$ cat config.mk
export PLATFORM = sky130hd
export DESIGN_NAME = fifo_priority_queue_engine_core
export DESIGN_NICKNAME = d
export VERILOG_FILES = /design/src/hw/rtl/fpqe_pkg.sv /design/src/hw/rtl/fpqe_cell.sv /design/src/hw/rtl/fifo_priority_queue_engine_core.sv
export SDC_FILE = /design/constraint.sdc
export NUM_CORES = 2
export LEC_CHECK = 0
export BUFFER_PORTS_ARGS = -buffer_cell sky130_fd_sc_hd__clkbuf_2
export CAP_MARGIN = 5
export CORE_MARGIN = 2
export CORE_UTILIZATION = 40
export CTS_BUF_LIST = sky130_fd_sc_hd__clkbuf_8
export DETAILED_ROUTE_END_ITERATION = 16
export PLACE_DENSITY = 0.55
export SKIP_LAST_GASP = 1
export SLEW_MARGIN = 10
export SYNTH_ARGS = -nofsm -noshare
export SYNTH_HDL_FRONTEND = slang
export SYNTH_SLANG_ARGS = --single-unit
$ cat constraint.sdc
create_clock -name clk_i -period 11.2 [get_ports clk_i]
set_clock_uncertainty 0.05 [all_clocks]
set_input_delay 1.12 -clock clk_i [delete_from_list [all_inputs] [get_ports clk_i]]
set_output_delay 1.12 -clock clk_i [all_outputs]
set_load 0.02 [all_outputs]
$ cat src/hw/rtl/fpqe_pkg.sv
// ----------------------------------------------------------------------------
// fpqe_pkg
// Shared types and codes for the FIFO / priority queue engine.
// ----------------------------------------------------------------------------
`default_nettype none

package fpqe_pkg;

  // Opcodes
  localparam logic [2:0] OP_ENQ    = 3'd0;
  localparam logic [2:0] OP_DEQ    = 3'd1;
  localparam logic [2:0] OP_SEARCH = 3'd2;
  localparam logic [2:0] OP_SORT   = 3'd3;
  localparam logic [2:0] OP_REV    = 3'd4;

  // Result status codes
  localparam logic [1:0] ST_OK      = 2'd0;
  localparam logic [1:0] ST_EMPTY   = 2'd1;
  localparam logic [1:0] ST_FULL    = 2'd2;
  localparam logic [1:0] ST_REFUSED = 2'd3;

  typedef struct packed {
    logic [2:0]         opcode;
    logic signed [31:0] value;
  } in_t;

  typedef struct packed {
    logic [1:0]         status;
    logic signed [31:0] removed_value;
    logic [15:0]        match_mask;
    logic [4:0]         match_count;
    logic [4:0]         occupancy;
  } out_t;

  // What every cell does on the coming edge
  typedef enum logic [1:0] {
    CMD_HOLD,
    CMD_DEQ,
    CMD_INS,
    CMD_NET
  } cell_cmd_e;

  typedef struct packed {
    cell_cmd_e cmd;
    logic      phase;  // parity of the low slot of each pair in a network round
    logic      rev;    // network round swaps unconditionally
  } cell_ctrl_t;

endpackage

`default_nettype wire

$ cat src/hw/rtl/fpqe_cell.sv
// ----------------------------------------------------------------------------
// fpqe_cell
// One queue slot: shift, insert, compare-exchange with the next slot.
// ----------------------------------------------------------------------------
`default_nettype none

module fpqe_cell
  import fpqe_pkg::*;
#(
  parameter int DATA_WIDTH = 32,
  parameter int CNT_W      = 5,
  parameter int IDX        = 0
) (
  input  wire logic                  clk_i,
  input  wire cell_ctrl_t            ctrl_i,
  input  wire logic [CNT_W-1:0]      cnt_i,
  input  wire logic [CNT_W-1:0]      pos_i,
  input  wire logic [DATA_WIDTH-1:0] val_i,
  input  wire logic [DATA_WIDTH-1:0] prev_i,
  input  wire logic [DATA_WIDTH-1:0] next_i,
  input  wire logic                  swap_i,
  output logic [DATA_WIDTH-1:0]      data_o,
  output logic                       gt_o,
  output logic                       eq_o,
  output logic                       swap_o
);

  localparam logic [CNT_W-1:0] MY_IDX   = CNT_W'(IDX);
  localparam logic [CNT_W-1:0] NEXT_IDX = CNT_W'(IDX + 1);
  localparam logic             IDX_ODD  = 1'(IDX % 2);

  logic [DATA_WIDTH-1:0] slot_q, slot_d;
  logic                  pair_low;

  // key strictly greater than this slot, and equality, for the controller
  assign gt_o = $signed(val_i) > $signed(slot_q);
  assign eq_o = (val_i == slot_q);

  // low member of an active pair in this network round
  assign pair_low = (IDX_ODD == ctrl_i.phase) && (NEXT_IDX < cnt_i);
  assign swap_o   = pair_low && (ctrl_i.rev || ($signed(slot_q) > $signed(next_i)));

  always_comb begin
    slot_d = slot_q;
    case (ctrl_i.cmd)
      CMD_DEQ: begin
        if (NEXT_IDX < cnt_i) slot_d = next_i;
      end
      CMD_INS: begin
        if (MY_IDX == pos_i) begin
          slot_d = val_i;
        end else if ((MY_IDX > pos_i) && (MY_IDX <= cnt_i)) begin
          slot_d = prev_i;
        end
      end
      CMD_NET: begin
        if (swap_o) begin
          slot_d = next_i;
        end else if (swap_i) begin
          slot_d = prev_i;
        end
      end
      default: slot_d = slot_q;
    endcase
  end

  always_ff @(posedge clk_i) begin
    slot_q <= slot_d;
  end

  assign data_o = slot_q;

endmodule

`default_nettype wire

$ cat src/hw/rtl/fifo_priority_queue_engine_core.sv
// ----------------------------------------------------------------------------
// fifo_priority_queue_engine_core
// Bounded queue of signed entries in a row of slot cells, FIFO or priority.
// ----------------------------------------------------------------------------
// Sequence: each operation passes the accept (idle), compare and execute
//   states before its result is registered; sort and reverse of n entries
//   run n odd-even network rounds in execute, one round per cycle; execute
//   holds while the output register is full. One operation at a time: a
//   new beat is taken only back in idle, once the last result is registered.
// Reset: entry count, mode and control clear at once; slot data is not reset.
// ----------------------------------------------------------------------------
`default_nettype none

module fifo_priority_queue_engine_core
  import fpqe_pkg::*;
#(
  parameter int DEPTH      = 16,
  parameter int DATA_WIDTH = 32
) (
  input  wire logic clk_i,
  input  wire logic rst_ni,
  // operation beats
  input  wire logic in_valid_i,
  output logic      in_ready_o,
  input  wire in_t  in_data_i,
  // result beats
  output logic      out_valid_o,
  input  wire logic out_ready_i,
  output out_t      out_data_o,
  // mode register write
  input  wire logic cfg_valid_i,
  output logic      cfg_ready_o,
  input  wire logic cfg_data_i
);

  localparam int CNT_W = $clog2(DEPTH + 1);
  localparam logic [CNT_W-1:0] FULL_CNT = CNT_W'(DEPTH);

  // controller states
  localparam logic [1:0] S_IDLE = 2'd0;
  localparam logic [1:0] S_CMP  = 2'd1;
  localparam logic [1:0] S_EXEC = 2'd2;

  logic [1:0]            state_q, state_d;
  logic                  mode_q;
  logic [2:0]            op_q;
  logic [DATA_WIDTH-1:0] val_q;
  logic [CNT_W-1:0]      cnt_q, cnt_d;
  logic [CNT_W-1:0]      round_q, round_d;
  logic [DEPTH-1:0]      gt_q, eq_q;
  logic                  out_valid_q, out_valid_d;
  out_t                  out_q, out_d;

  // cell row wiring
  logic [DATA_WIDTH-1:0] slot_w [DEPTH];
  logic [DEPTH-1:0]      gt_w, eq_w, swap_w;
  cell_ctrl_t            ctrl;
  logic [CNT_W-1:0]      ins_pos;

  logic                  in_beat, out_free;
  logic [63:0]           v64, rem64, mask64;
  logic [DEPTH-1:0]      occ, eq_m;
  logic [6:0]            pop;
  logic [7:0]            cnt8;

  assign in_beat  = in_valid_i && in_ready_o;
  assign out_free = !out_valid_q || out_ready_i;

  // the 32-bit key is sign extended, then wrapped to the slot width
  assign v64 = 64'(in_data_i.value);

  // occupied slots
  always_comb begin
    for (int k = 0; k < DEPTH; k++) begin
      occ[k] = (CNT_W'(k) < cnt_q);
    end
  end

  // insert position: the tail in FIFO mode; in priority mode just past the last
  // held entry that is not smaller than the key (last hit of a head-first scan)
  always_comb begin
    ins_pos = '0;
    if (!mode_q) begin
      ins_pos = cnt_q;
    end else begin
      for (int k = 0; k < DEPTH; k++) begin
        if (occ[k] && !gt_q[k]) ins_pos = CNT_W'(k + 1);
      end
    end
  end

  // search results from the registered equality flags
  assign eq_m   = eq_q & occ;
  assign pop    = 7'($countones(eq_m));
  assign mask64 = 64'(eq_m);
  assign rem64  = 64'(slot_w[0]);

  // ---------------------------------------------------------------------
  // controller
  // ---------------------------------------------------------------------
  always_comb begin
    logic finish;
    logic act;
    logic [1:0] st;

    state_d     = state_q;
    cnt_d       = cnt_q;
    round_d     = round_q;
    out_valid_d = out_valid_q && !out_ready_i;
    out_d       = out_q;
    ctrl.cmd    = CMD_HOLD;
    ctrl.phase  = round_q[0];
    ctrl.rev    = (op_q == OP_REV);
    finish      = 1'b0;
    act         = 1'b0;
    st          = ST_OK;
    cnt8        = '0;

    case (state_q)
      S_IDLE: begin
        if (in_beat) state_d = S_CMP;
      end
      S_CMP: begin
        // flags land in gt_q / eq_q this edge
        round_d = '0;
        state_d = S_EXEC;
      end
      S_EXEC: begin
        // fields that only some operations fill
        out_d.removed_value = '0;
        out_d.match_mask    = '0;
        out_d.match_count   = '0;

        case (op_q)
          OP_ENQ: begin
            finish = 1'b1;
            if (cnt_q >= FULL_CNT) begin
              st = ST_FULL;
            end else if (out_free) begin
              ctrl.cmd = CMD_INS;
              cnt_d    = cnt_q + 1'b1;
            end
          end
          OP_DEQ: begin
            finish = 1'b1;
            if (cnt_q == '0) begin
              st = ST_EMPTY;
            end else begin
              out_d.removed_value = rem64[31:0];
              if (out_free) begin
                ctrl.cmd = CMD_DEQ;
                cnt_d    = cnt_q - 1'b1;
              end
            end
          end
          OP_SEARCH: begin
            finish            = 1'b1;
            out_d.match_mask  = mask64[15:0];
            out_d.match_count = pop[4:0];
          end
          OP_SORT, OP_REV: begin
            if (mode_q) begin
              finish = 1'b1;
              st     = ST_REFUSED;
            end else if (cnt_q < CNT_W'(2)) begin
              finish = 1'b1;
            end else if (round_q == cnt_q - 1'b1) begin
              // last round waits for the output register
              finish = 1'b1;
              if (out_free) ctrl.cmd = CMD_NET;
            end else begin
              ctrl.cmd = CMD_NET;
              round_d  = round_q + 1'b1;
            end
          end
          default: finish = 1'b1;  // unused opcodes do nothing
        endcase

        act = finish && out_free;
        if (act) begin
          cnt8            = 8'(cnt_d);
          out_d.status    = st;
          out_d.occupancy = cnt8[4:0];
          out_valid_d     = 1'b1;
          state_d         = S_IDLE;
        end else begin
          out_d = out_q;
        end
      end
      default: state_d = S_IDLE;
    endcase
  end

  assign in_ready_o  = (state_q == S_IDLE);
  assign out_valid_o = out_valid_q;
  assign out_data_o  = out_q;
  assign cfg_ready_o = 1'b1;

  always_ff @(posedge clk_i or negedge rst_ni) begin
    if (!rst_ni) begin
      state_q     <= S_IDLE;
      cnt_q       <= '0;
      round_q     <= '0;
      mode_q      <= 1'b0;
      out_valid_q <= 1'b0;
    end else begin
      state_q     <= state_d;
      cnt_q       <= cnt_d;
      round_q     <= round_d;
      out_valid_q <= out_valid_d;
      if (cfg_valid_i && cfg_ready_o) mode_q <= cfg_data_i;
    end
  end

  // payload registers
  always_ff @(posedge clk_i) begin
    if (in_beat) begin
      op_q  <= in_data_i.opcode;
      val_q <= v64[DATA_WIDTH-1:0];
    end
    if (state_q == S_CMP) begin
      gt_q <= gt_w;
      eq_q <= eq_w;
    end
    out_q <= out_d;
  end

  // ---------------------------------------------------------------------
  // cell row, head at index 0
  // ---------------------------------------------------------------------
  for (genvar k = 0; k < DEPTH; k++) begin : g_cell
    logic [DATA_WIDTH-1:0] prev, next;
    logic                  swap_in;

    if (k == 0) begin : g_head
      assign prev    = '0;
      assign swap_in = 1'b0;
    end else begin : g_mid
      assign prev    = slot_w[k-1];
      assign swap_in = swap_w[k-1];
    end

    if (k == DEPTH - 1) begin : g_tail
      assign next = '0;
    end else begin : g_body
      assign next = slot_w[k+1];
    end

    fpqe_cell #(
      .DATA_WIDTH (DATA_WIDTH),
      .CNT_W      (CNT_W),
      .IDX        (k)
    ) u_cell (
      .clk_i  (clk_i),
      .ctrl_i (ctrl),
      .cnt_i  (cnt_q),
      .pos_i  (ins_pos),
      .val_i  (val_q),
      .prev_i (prev),
      .next_i (next),
      .swap_i (swap_in),
      .data_o (slot_w[k]),
      .gt_o   (gt_w[k]),
      .eq_o   (eq_w[k]),
      .swap_o (swap_w[k])
    );
  end

endmodule

`default_nettype wire

* Word-level counts from Yosys, hierarchy flattened
Index checks and enable logic that the tools add are counted.
** Operators by class
- Order comparisons :: 83
- Multiplexer cells :: 146
- Add/subtract/negate cells :: 18
- Bitwise gates (word level) :: 3
- Reduce and logical (&&, ||, !) cells :: 129
- Equal/unequal tests :: 95
** Operators with widths (number)
- 32-bit two-way mux :: 79
- 32-bit one-hot mux with 3 select lines :: 16
- 32-bit greater-than comparator :: 31
- 32-bit equality test :: 16
- 5-bit two-way mux :: 24
- 3-bit by 1-bit != test with 1-bit output, second input constant :: 29
- 1-bit logical AND :: 67
- 4-bit AND reduction :: 16
- 4-bit by 5-bit equality test with 1-bit output, first input constant :: 8
- 4-bit by 5-bit greater-than comparator with 1-bit output, first input constant :: 8
- 4-bit by 5-bit <= comparator with 1-bit output, first input constant :: 8
- 4-bit by 5-bit < comparator with 1-bit output, first input constant :: 8
- 2-bit != test, second input constant :: 19
- 32-bit by 1-bit greater-than comparator with 1-bit output, second input constant :: 1
- 2-bit two-way mux :: 12
- 3-bit by 5-bit equality test with 1-bit output, first input constant :: 4
- 3-bit by 5-bit greater-than comparator with 1-bit output, first input constant :: 4
- 3-bit by 5-bit <= comparator with 1-bit output, first input constant :: 4
- 3-bit by 5-bit < comparator with 1-bit output, first input constant :: 4
- 5-bit one-hot mux with 2 select lines :: 2
- 1-bit zero test :: 18
- 2-bit one-hot mux with 3 select lines :: 3
- 1-bit logical OR :: 17
- 1-bit by 1-bit adder with 2-bit output :: 8
- 35 further kinds :: 68
** Word-level totals
- Logic and storage cells :: 504
- Bits of input ports :: 41
- Flip-flop bits (word level) :: 653
- Output and inout port bits :: 63

* Longest topological paths before layout
- Depth in word-level cells :: 24
- Depth in mapped cells :: 19
- Gate-level depth less buffers :: 17

* Cells and area by module
Synthesis repeated with hierarchy kept, for this count alone.
** Second synthesis, totals
- Cells, all modules :: 7504
- Area, all modules :: 70166.0 µm²
** By module, submodules not included
- fifo_priority_queue_engine_core :: area each 6328.6 µm², seq. area each 4164.0 µm², cells each 482, instances 1
- fpqe_cell at g_cell[1].u_cell :: area each 4131.5 µm², seq. area each 960.9 µm², cells each 475, instances 1
- fpqe_cell at g_cell[10].u_cell :: area each 4116.4 µm², seq. area each 960.9 µm², cells each 431, instances 1
- fpqe_cell at g_cell[0].u_cell :: area each 4098.9 µm², seq. area each 960.9 µm², cells each 429, instances 1
- fpqe_cell at g_cell[8].u_cell :: area each 4083.9 µm², seq. area each 960.9 µm², cells each 471, instances 1
- fpqe_cell at g_cell[6].u_cell :: area each 4075.2 µm², seq. area each 960.9 µm², cells each 429, instances 1
- fpqe_cell at g_cell[11].u_cell :: area each 4072.7 µm², seq. area each 960.9 µm², cells each 434, instances 1
- fpqe_cell at g_cell[9].u_cell :: area each 4068.9 µm², seq. area each 960.9 µm², cells each 433, instances 1
- fpqe_cell at g_cell[7].u_cell :: area each 4061.4 µm², seq. area each 960.9 µm², cells each 431, instances 1
- fpqe_cell at g_cell[3].u_cell :: area each 4050.1 µm², seq. area each 960.9 µm², cells each 432, instances 1
- fpqe_cell at g_cell[4].u_cell :: area each 4031.4 µm², seq. area each 960.9 µm², cells each 432, instances 1
- fpqe_cell at g_cell[15].u_cell :: area each 4005.1 µm², seq. area each 960.9 µm², cells each 473, instances 1
- fpqe_cell at g_cell[12].u_cell :: area each 3833.7 µm², seq. area each 960.9 µm², cells each 432, instances 1
- fpqe_cell at g_cell[13].u_cell :: area each 3828.7 µm², seq. area each 960.9 µm², cells each 433, instances 1
- +3 rows

* Least setup slack after synthesis
No wires, ideal clock.
- Kind :: reg-to-reg
- Start point :: register cnt_q[1]
- End point :: register g_cell[13].u_cell.slot_q[0] (enable)
- Required time :: 10.556 ns
- Setup slack :: 2.681 ns
- Data arrival time :: 7.875 ns
- Library setup time :: 0.594 ns
- Path buffers :: 4
- Clock period less this slack :: 8.519 ns
- Cell stages (with the launch flop) :: 15
- Cells stage by stage :: dfrtp_1 -> buf_6 -> clkbuf_1 -> inv_1 -> ha_1 -> and2_1 -> o21ai_0 -> a31oi_1 -> nor4_1 -> a21oi_1 -> and2_1 -> clkbuf_1 -> clkbuf_1 -> o21a_1 -> a2111oi_0
** On the way
- Cells in the longest elaborated chain, start to end :: 23
- Elaborated cells on any way between the ends :: 77
- Classes of those cells :: 1 x add/sub; 20 x order compare; 8 x eq/ne; 24 x mux; 24 x reduce/logical
** Ends and longest elaborated chain
- from (decl) :: line fifo_priority_queue_engine_core.sv:48 : logic [CNT_W-1:0] cnt_q, cnt_d;
- from (signal assigned) :: line fifo_priority_queue_engine_core.sv:208 : cnt_q <= cnt_d;
- 1-bit by 5-bit < comparator with 1-bit output :: line fifo_priority_queue_engine_core.sv:75 : occ[k] = (CNT_W'(k) < cnt_q);
- 1-bit logical AND :: line fifo_priority_queue_engine_core.sv:87 : if (occ[k] && !gt_q[k]) ins_pos = CNT_W'(k + 1);
- 1-bit two-way mux :: line fifo_priority_queue_engine_core.sv:87
- 5-bit two-way mux (15 in a row) :: line fifo_priority_queue_engine_core.sv:87
- 5-bit two-way mux :: line fifo_priority_queue_engine_core.sv:83 : if (!mode_q) begin
- 4-bit by 5-bit greater-than comparator with 1-bit output :: line fpqe_cell.sv:52 : end else if ((MY_IDX > pos_i) && (MY_IDX <= cnt_i)) begin
- 1-bit logical AND :: line fpqe_cell.sv:52
- 3-bit by 1-bit != test with 1-bit output (no line)
- 4-bit AND reduction (no line) (*)
- to (signal assigned) :: line fpqe_cell.sv:68 : slot_q <= slot_d;
- to (decl) :: line fpqe_cell.sv:32 : logic [DATA_WIDTH-1:0] slot_q, slot_d;
Every way passes the cells marked *; elsewhere a longest branch is shown, timed or not.
A chain may end at the register's enable or synchronous reset.

* Worst setup path in the final report
- Start point :: register cnt_q[1]
- End point :: register g_cell[15].u_cell.slot_q[4] (enable)
** On the way
- Cells in the longest elaborated chain, start to end :: 23
- Elaborated cells on any way between the ends :: 78
- Classes of those cells :: 1 x add/sub; 21 x order compare; 8 x eq/ne; 24 x mux; 24 x reduce/logical
** Ends and longest elaborated chain (line)
- 1-bit by 5-bit < comparator with 1-bit output :: fifo_priority_queue_engine_core.sv:75
- 1-bit logical AND :: fifo_priority_queue_engine_core.sv:87
- 1-bit two-way mux :: fifo_priority_queue_engine_core.sv:87
- 5-bit two-way mux (15 in a row) :: fifo_priority_queue_engine_core.sv:87
- 5-bit two-way mux :: fifo_priority_queue_engine_core.sv:83
- 4-bit by 5-bit greater-than comparator with 1-bit output :: fpqe_cell.sv:52
- 1-bit logical AND :: fpqe_cell.sv:52
- 3-bit by 1-bit != test with 1-bit output (no line)
- 4-bit AND reduction (no line) (*)
- to (signal assigned) :: fpqe_cell.sv:68
- to (decl) :: fpqe_cell.sv:32
Marked as above.

==> results.cfg <==
[outcome]
status = complete, no violations

[worst_setup_path]
rrSetupSlack_ns = 5.27
cp_max_fo = 81
r2r_end = g_cell[15].u_cell.data_o[4]$_DFFE_PP_
path_class = flip-flop to flip-flop
required_ns = 11.64
cp-end-kind = flip-flop
cp-start-kind = flip-flop
worstPathArrival_ns = 6.37
r2r_cells = 12
reg2reg_from = cnt_q[1]$_DFFE_PN0P_

[cts]
htree_levels = 4
cts.clk_slew.worst_paths_ns = 0.06
cts_hold_buf = 0
clk_latency_ns = 0.87
cts_repair_resize_count = 0
cts.sinks = 653
post_cts_buffers = 0
clockBufferDepth = 3
cts_inserted_buffers = 136
cts_tree = done
root_buffer = clkbuf_8

[floorplanning]
design.portCount = 104
start_util_pct = 40.2
rows = 136
die_w_um = 375
fp.coreArea_um2 = 137000
die_area_um2 = 141000
die_h_um = 375

[placement]
dp_hpwl_um = 143000
port_buffers = 102
gp_congestion = 0.936

[route]
vias = 45999
wl_um = 181000
vias_per_cell = 6.04
post-route-drc-count = 0
route.detailed.wl_per_inst_um = 23.7
ant_nets = 0
first_iter_violations = 3901
dr.pass1.iters = 9

[power]
seqPwrFrac_pct = 35.6
combinationalPowerShare_pct = 39.2
p_per_area_nw_per_um2 = 155
p_switching_mw = 3.76
p_int_mw = 5.63
vdd_ir_drop_max_v = 0.000145
swShare_pct = 40.1
p_clk_share_pct = 25.2
p_leak_nw = 27.5

[synthesis]
syn_area_um2 = 55100
synth_top_cell_area_share_pct = 34.8
synth.ff_latch_count = 653
synth-edff-count = 639
yosysWarnings = 0
ys_seq_area_share_pct = 35.4
async_flop_share_pct = 2.14
netlist_top_cells_area = edfxtp_1, ha_1, inv_1, a21o_1, a221o_1
synth_nets = 6672
yosys_most_used_dff = edfxtp_1
yosysTopAreaCell = edfxtp_1
syn_avg_cell_area_um2 = 9.81
syn_inst = 5618
yosysUniqueCellTypes = 86

[timing]
worst_pin_slew_ns = 1.24
setup_viol = 0
fmax_mhz = 169
fin_crit_sh_pct = 52.9
tns_ns = 0
hold_viol = 0
slew_headroom_pct = 16.5
slew_violations = 0
hold_slack_ns = 0.129
rsz0062_at_grt = no
period_minus_slack_ns = 5.93

[grt]
grt_pass1_wl_um = 276000
grt_pass1_vias = 46301
gr-usage-all-layers_pct = 25.3
gr-total-overflow = 0
grt_start_max_net_pins = 82
antenna_found_initial = 1

[job]
maxCapViolCount = 0

[worst_hold_path]
hp-class = primary input to async pin

[finish]
layout.nets = 6767
drive_gt1_share_pct = 8.09
area.growth.synth_to_final_pct = 9.52
## routing by layer
layer | global-route usage (%) | up-vias | routed length, µm
met5 | 0 | - | 0
met4 | 12.0 | 0 | 8960
met3 | 3.71 | 316 | 9400
met2 | 43.7 | 1339 | 87600
met1 | 30.9 | 22493 | 74700
li1 | - | 21851 | -
## cell usage in the layout, fill, tap and decap left out, types with 46 or more instances in the layout
cell	synthesis	layout
nand2_1	314	313
nand4_1	214	214
a222oi_1	129	129
nand3_1	58	57
clkbuf_2	0	102
a221o_1	206	206
buf_4	1	116
edfxtp_1	639	639
a22o_1	127	127
clkbuf_8	0	147
nor3_1	56	54
a211oi_1	46	46
nor2b_1	68	67
nor2_1	299	282
a21o_1	328	328
nand2b_1	52	51
inv_1	690	734
a21oi_1	281	277
ha_1	1003	1003
o21ai_0	280	279
## layout make-up
cell class              instances  area, µm²
well taps                    1794       2240
flip-flops and latches        653      19500
multi-input cells            4013      32200
fillers                     13142      76800
clock inverters                97        409
inverters                     691       2590
repair buffers                218       1380
clock buffers                 147       2020
diodes                          1       2.50
## registers in the layout (all words and copies together) (netlist names)
signal	cells
cnt_q	5
eq_q	16
g_cell.u_cell.data_o	512
gt_q	16
mode_q	1
op_q	3
out_data_o	60
out_valid_o	1
round_q	5
state_q	2
val_q	32
## worst max-delay path, stage by stage (launching register included)
cell and delay, ns:
dfrtp_1 0.85, inv_1 0.27, ha_1 0.30, or3_1 0.37
o31ai_1 0.47, nand2_1 0.19, nor2_1 0.20, and2_2 0.16
buf_4 0.63, nor2_2 0.17, or3b_2 0.56, a222oi_1 0.69
buf_4 0.52
## cell usage after synthesis (43+ instances only)
cell type,n
a21o_1,328
nor3_1,56
edfxtp_1,639
a21oi_1,281
o22ai_1,43
nor2_1,299
ha_1,1003
o21ai_0,280
nand4_1,214
nand2b_1,52
inv_1,690
a221o_1,206
clkbuf_1,203
a22o_1,127
nor2b_1,68
nand3_1,58
nand2_1,314
a222oi_1,129
a211oi_1,46
and2_1,44
o21a_1,45
## worst max path at each step
| stage | startpoint | endpoint | slack (ns) | depth (start not counted) |
|---|---|---|---|---|
| 2_1_floorplan | cnt_q[1]$_DFFE_PN0P_ | g_cell[13].u_cell.data_o[0]$_DFFE_PP_ | 2.68 | 14 |
| 3_3_place_gp | cnt_q[1]$_DFFE_PN0P_ | g_cell[15].u_cell.data_o[0]$_DFFE_PP_ | 5.64 | 12 |
| 3_5_place_dp | cnt_q[1]$_DFFE_PN0P_ | g_cell[3].u_cell.data_o[27]$_DFFE_PP_ | 5.50 | 12 |
| 4_1_cts | cnt_q[1]$_DFFE_PN0P_ | g_cell[3].u_cell.data_o[27]$_DFFE_PP_ | 5.44 | 12 |
| 5_1_grt | cnt_q[1]$_DFFE_PN0P_ | g_cell[5].u_cell.data_o[4]$_DFFE_PP_ | 4.86 | 12 |
| 6_report | cnt_q[1]$_DFFE_PN0P_ | g_cell[15].u_cell.data_o[4]$_DFFE_PP_ | 5.27 | 12 |
## metrics by stage
stage	setup WS, ns	total power [mW]	utilization, %	instances	area [µm²]
after floorplan	2.68	5.85	-	5618	55100
after global placement	5.64	6.97	42.2	7369	57900
after detailed placement	5.50	7.02	42.2	7369	57900
after CTS	5.44	9.43	44.0	7613	60400
after global routing	4.86	10.0	44.0	7614	60400
final	5.27	9.39	44.0	7614	60400
## kinds of logic (layout without fill, tap and decap cells)
family / count (synthesis) / after routing / share of synthesized area [%]
XOR/XNOR: 22 / 22 / 0.350
adder cells (fa/ha/maj): 1013 / 1013 / 23.1
AO/OA/AOI/OAI: 1762 / 1762 / 23.4
buffers and inverters: 952 / 1153 / 6.70
multiplexers: 6 / 6 / 0.109
flip-flops: 653 / 653 / 35.4
AND/OR/NAND/NOR: 1209 / 1209 / 10.8
other: 1 / 2 / 0.00680
## power by group through the flow
stage          clock [mW]  combinational [mW]  sequential (mW)
2_1_floorplan           0                2.40             3.45
4_1_cts              2.43                3.66             3.34
5_1_grt              2.53                4.13             3.37
3_3_place_gp            0                3.58             3.38
3_5_place_dp            0                3.64             3.38
6_report             2.37                3.68             3.34
(Power assumes the default switching activity.)
